$ cat src/hdl/apt_pkg.sv
// Shared types and constants for the aging peer table.
// Used by apt_cell and aging_peer_table; depends on nothing else.
package apt_pkg;

	localparam int unsigned IDX_W = 8;
	localparam int unsigned EXP_W = 5;
	localparam int unsigned DEAD_W = 16;

	localparam logic [7:0] KIND_ANNOUNCE = 8'd0;
	localparam logic [7:0] KIND_DISCONNECT = 8'd1;

	localparam logic [2:0] ACT_REFRESHED = 3'd0;
	localparam logic [2:0] ACT_REMOVED = 3'd1;
	localparam logic [2:0] ACT_INSERTED = 3'd2;
	localparam logic [2:0] ACT_NOOP = 3'd3;
	localparam logic [2:0] ACT_FULL = 3'd4;
	localparam logic [2:0] ACT_NOT_FOUND = 3'd5;

	localparam logic STATUS_OK = 1'b0;
	localparam logic STATUS_FAIL = 1'b1;

	localparam logic [EXP_W-1:0] EXP_MAX = {EXP_W{1'b1}};

	typedef struct packed {
		logic [7:0] req_type;
		logic [63:0] peer_name;
		logic [31:0] peer_addr;
		logic [31:0] now_seconds;
	} in_item_t;

	typedef struct packed {
		logic status;
		logic [2:0] action;
		logic [3:0] slot_index;
		logic [4:0] expired_count;
	} out_item_t;

	// Sweep token handed from one cell to the next.
	typedef struct packed {
		logic go;
		logic matched;
		logic [2:0] action;
		logic [IDX_W-1:0] hit_idx;
		logic free_found;
		logic [IDX_W-1:0] free_idx;
		logic [EXP_W-1:0] expired;
	} carry_t;

	typedef struct packed {
		logic en;
		logic [IDX_W-1:0] idx;
	} ins_t;

endpackage

$ cat src/hdl/apt_cell.sv
// One slot of the peer table: ages, matches and updates its own entry
// when the sweep token passes. Depends on apt_pkg.
module apt_cell #(
	parameter logic [apt_pkg::IDX_W-1:0] CELL_IDX = '0
) (
	input logic clk,
	input logic arst_n,
	input apt_pkg::in_item_t req,
	input logic [apt_pkg::DEAD_W-1:0] age_limit,
	input apt_pkg::carry_t carry_in,
	input apt_pkg::ins_t ins,
	output apt_pkg::carry_t carry_out
);

	logic valid_q;
	logic [63:0] name_q;
	logic [31:0] addr_q;
	logic [31:0] last_q;
	apt_pkg::carry_t carry_q;

	logic [31:0] age;
	logic aged;
	logic live;
	logic hit;
	logic ins_here;
	apt_pkg::carry_t carry_d;

	assign age = req.now_seconds - last_q;
	assign aged = valid_q && (age > {16'd0, age_limit});
	assign live = valid_q && !aged;
	assign hit = live && !carry_in.matched && (req.peer_name != 64'd0)
		&& (name_q == req.peer_name) && (addr_q == req.peer_addr);
	assign ins_here = ins.en && (ins.idx == CELL_IDX);

	always_comb begin
		carry_d = carry_in;
		if (carry_in.go) begin
			if (aged && carry_in.expired != apt_pkg::EXP_MAX) begin
				carry_d.expired = carry_in.expired + 1'b1;
			end
			if (hit) begin
				carry_d.matched = 1'b1;
				carry_d.hit_idx = CELL_IDX;
				priority if (req.req_type == apt_pkg::KIND_DISCONNECT) begin
					carry_d.action = apt_pkg::ACT_REMOVED;
				end else if (req.req_type == apt_pkg::KIND_ANNOUNCE) begin
					carry_d.action = apt_pkg::ACT_REFRESHED;
				end else begin
					carry_d.action = apt_pkg::ACT_NOOP;
				end
			end
			if (!live && !carry_in.free_found) begin
				carry_d.free_found = 1'b1;
				carry_d.free_idx = CELL_IDX;
			end
		end
	end

	always_ff @(posedge clk or negedge arst_n) begin
		if (!arst_n) begin
			valid_q <= 1'b0;
			carry_q <= '0;
		end else begin
			carry_q <= carry_d;
			if (ins_here) begin
				valid_q <= 1'b1;
			end else if (carry_in.go) begin
				if (aged || (hit && req.req_type == apt_pkg::KIND_DISCONNECT)) begin
					valid_q <= 1'b0;
				end
			end
		end
	end

	always_ff @(posedge clk) begin
		if (ins_here) begin
			name_q <= req.peer_name;
			addr_q <= req.peer_addr;
			last_q <= req.now_seconds;
		end else if (carry_in.go && hit && req.req_type == apt_pkg::KIND_ANNOUNCE) begin
			last_q <= req.now_seconds;
		end
	end

	assign carry_out = carry_q;

endmodule

$ cat config.mk
export PLATFORM = sky130hd
export DESIGN_NAME = apt_cell
export DESIGN_NICKNAME = d
export VERILOG_FILES = /design/src/hdl/apt_pkg.sv /design/src/hdl/apt_cell.sv
export SDC_FILE = /design/constraint.sdc
export NUM_CORES = 1
export LEC_CHECK = 0
export BUFFER_PORTS_ARGS = -buffer_cell sky130_fd_sc_hd__buf_2
export CAP_MARGIN = 5
export CELL_PAD_IN_SITES_DETAIL_PLACEMENT = 1
export CELL_PAD_IN_SITES_GLOBAL_PLACEMENT = 2
export CORE_MARGIN = 2
export CORE_UTILIZATION = 37
export CTS_CLUSTER_SIZE = 20
export DETAILED_ROUTE_END_ITERATION = 7
export HOLD_SLACK_MARGIN = 0.08
export MAX_ROUTING_LAYER = met4
export PLACE_DENSITY_LB_ADDON = 0.1
export SLEW_MARGIN = 20
export SYNTH_ARGS = -nofsm -noshare
export SYNTH_HDL_FRONTEND = slang
export SYNTH_SLANG_ARGS = --single-unit
$ cat constraint.sdc
create_clock -name clk -period 15.4 [get_ports clk]
set_input_delay 0.77 -clock clk [delete_from_list [all_inputs] [get_ports clk]]
set_output_delay 0.77 -clock clk [all_outputs]
set_load 0.01 [all_outputs]
==> results_dict.tcl <==
set metrics [dict create \
    status "complete, no violations" \
    pin_count 217 \
    final_common_cell "buf_2" \
    core_area_um2 23500 \
    root_buffer "clkbuf_16" \
    slowest_delay_ns 1.00 \
    arrival_ns 5.92 \
    cts_setup_buffers 0 \
    irDropWorstVdd_v 0.0000690 \
    grt_pass1_vias 7742 \
    fin_crit_ns 5.87 \
    fin_crit_sh_pct 38.1 \
    cpLargestDelayFamily "compound AO/OA/AOI/OAI gates" \
    vias_per_cell 5.18 \
    p_total_mw 1.01 \
    hold_ws_ns 0.354 \
    path_buf_inv 1 \
    dp_hpwl_um 21300 \
    cts_hold_buf 0 \
    power.density_nw_per_um2 92.4 \
    drive_above_1_share_pct 26.0 \
    final.setup_skew_ns 0.0171 \
    cts_resized 0 \
    final_nets 1279 \
    yosys_warnings 0 \
    worst-setup-path-type "in2reg" \
    hold_class "in2async" \
    fin_util_pct 46.6 \
    num-fill-cells 2702 \
    antenna_found_initial 6 \
    drv_cap 0 \
    cts_buffers 17 \
    clk_pin_slew_worst_paths_ns 0.07 \
    die_w_um 159 \
    slew_viol_final 0 \
    ys.flop_type "edfxtp_1" \
    fmax_ghz 0.170 \
    firstDrtPassIters 5 \
    clock_latency_ns 0.43 \
    synthToLayoutAreaGrowth_pct 23.0 \
    cp_data_required_time_ns 15.45 \
    grt_usage_pct 21.8 \
    dr.first_iter.drc_count 315 \
    critPathLaunchType "primary input" \
    drtAntennaViolNets 0 \
    syn_avg_cell_area_um2 11.0 \
    final.setup.worst_slack_ns 9.53 \
    leakage_nw 4.44 \
    async_flop_share_pct 17.9 \
    end_kind "flip-flop" \
    tightest_slew_ns 0.999 \
    wirelength_um 26200 \
    htreeDepth 4 \
    maxSlewHeadroom_pct 33.2 \
    syn_nets 1053 \
    slowest_stage "o21bai_4" \
    synth-edff-count 128 \
    cts.sinks 156 \
    cp_cell_sequence "buf_2 > ha_1 > o211ai_1 > a21oi_1 > o21ai_1 > o21a_1 > o21ai_0 > a31oi_1 > xnor2_1 > ha_1 > nand4_1 > o32ai_1 > nand3_1 > nor3_1 > nand3_1 > nor4_1 > nand4_1 > o21bai_4" \
    synthCells 813 \
    die-area_um2 25400 \
    drc 0 \
    vias 7127 \
    ys_seq_elements 156 \
    syn_area_um2 8920 \
    rsz0062_at_grt "false" \
    fp-row-count 56 \
    grt_max_degree 60 \
    cts_tree "built" \
    wl_per_cell_um 19.0 \
    dieHeight_um 159 \
    final_cell_mix "buf_2 (216), edfxtp_1 (128), inv_1 (84), xnor2_1 (68), nand2_1 (52)" \
    overflow 0 \
    synth_cell_types 72 \
    gp_congestion 0.859 \
    cp_max_fo 32 \
    pre_cts_ws_ns 8.97 \
    ys_seq_area_share_pct 50.9 \
    finalHoldViolations 0 \
    setup_tns_ns 0 \
    setup_viol 0 \
    port_buffers 216 \
    clockBufferDepth 2 \
    start_util_pct 37.9 \
    grt_pass1_wl_um 42300 \
]
[flip-flops by register name (all words and copies together), names as in the netlist]
| name | flops |
|---|---|
| name_q | 64 |
| valid_q | 1 |
| carry_out | 27 |
| addr_q | 32 |
| last_q | 32 |
[kinds of logic after synthesis]
group           after synthesis  synth area share [%]
flops                       156                  50.9
compound gates              152                  11.8
buf+inv                      95                  4.09
xor+xnor                     96                  9.42
simple gates                258                  15.9
mux                           6                 0.729
fa+ha+maj                    50                  7.09
[where the power goes]
part           switching, mW  internal (mW)  total [mW]
logic                 0.0761         0.0574       0.133
clock network          0.203          0.216       0.420
registers            0.00108          0.461       0.462
total                  0.280          0.734        1.01
[synthesized netlist by cell type (4+ instances only)]
master / n / share of area [%]
dfrtp_1: 28 / 7.9
o22ai_1: 10 / 0.70
nor2b_1: 15 / 1.1
a21boi_0: 4 / 0.34
clkbuf_1: 4 / 0.17
nor2_1: 29 / 1.2
nand2_1: 52 / 2.2
nor4_1: 36 / 2.5
nor3_1: 17 / 0.95
a21oi_2: 8 / 0.79
a31oi_1: 4 / 0.28
xnor2_1: 68 / 6.7
nand4_1: 40 / 2.8
ha_1: 49 / 6.9
o211ai_1: 9 / 0.76
and2_1: 11 / 0.77
a21oi_1: 42 / 2.4
o21ai_0: 18 / 1.0
nand4b_1: 4 / 0.39
nand2b_1: 10 / 0.70
o21a_1: 7 / 0.59
xor2_1: 28 / 2.7
a221oi_1: 5 / 0.49
buf_2: 6 / 0.34
edfxtp_1: 128 / 43
nand3_1: 18 / 1.0
nor3b_1: 4 / 0.34
or2_2: 4 / 0.28
inv_1: 84 / 3.5
a21o_1: 7 / 0.59
[final cells by class]
type / count / area (µm²) / area share [%]
tap: 319 / 399 / 3.64
inverter: 84 / 315 / 2.87
antenna: 6 / 15.0 / 0.137
sequential: 156 / 4540 / 41.4
timing repair buffer: 218 / 1100 / 9.98
clock buffer: 18 / 429 / 3.91
clock inverter: 14 / 148 / 1.34
multi-input combinational: 562 / 4030 / 36.7
[worst reg2reg max path: cells and delay by family (launching register included)]
kind / cells / cell delay (ns)
and+or+nand+nor: 6 / 1.38
xor gates and xnor gates: 1 / 0.15
DFF: 1 / 0.33
AOI/OAI and AO/OA: 8 / 2.80
buffers and inverters: 1 / 0.05
adders and majority gates: 2 / 0.67
[worst paths after layout]
path | slack (ns) | to | cells past startpoint | start
max | 9.53 | last_q[4] | 18 | req[4]
min | 0.35 | carry_out[6] | 1 | arst_n
max reg2reg | 9.61 | last_q[4] | 18 | last_q[4]
min reg2reg | 0.63 | carry_out[13] | 2 | valid_q
max in group asynchronous | 14.63 | carry_out[25] | 1 | arst_n
min in group clk | 0.52 | last_q[0] | 1 | req[0]
[metrics by stage]
step	cells	area, µm²
final	1377	11000
after global routing	1377	11000
after CTS	1371	11000
after detailed placement	1339	10400
after global placement	1339	10400
after floorplan	813	8920
[layer usage]
metal | routed length [µm] | GRT usage [%] | part of all wire, % | vias to the layer above
met5 | 0 | - | 0 | -
met4 | 252 | 4.67 | 0.96 | 0
met3 | 1170 | 4.22 | 4.5 | 17
met2 | 13000 | 36.7 | 50 | 152
met1 | 11700 | 27.5 | 45 | 3481
li1 | - | - | - | 3477
No activity file was read; power rests on OpenSTA's default activity.
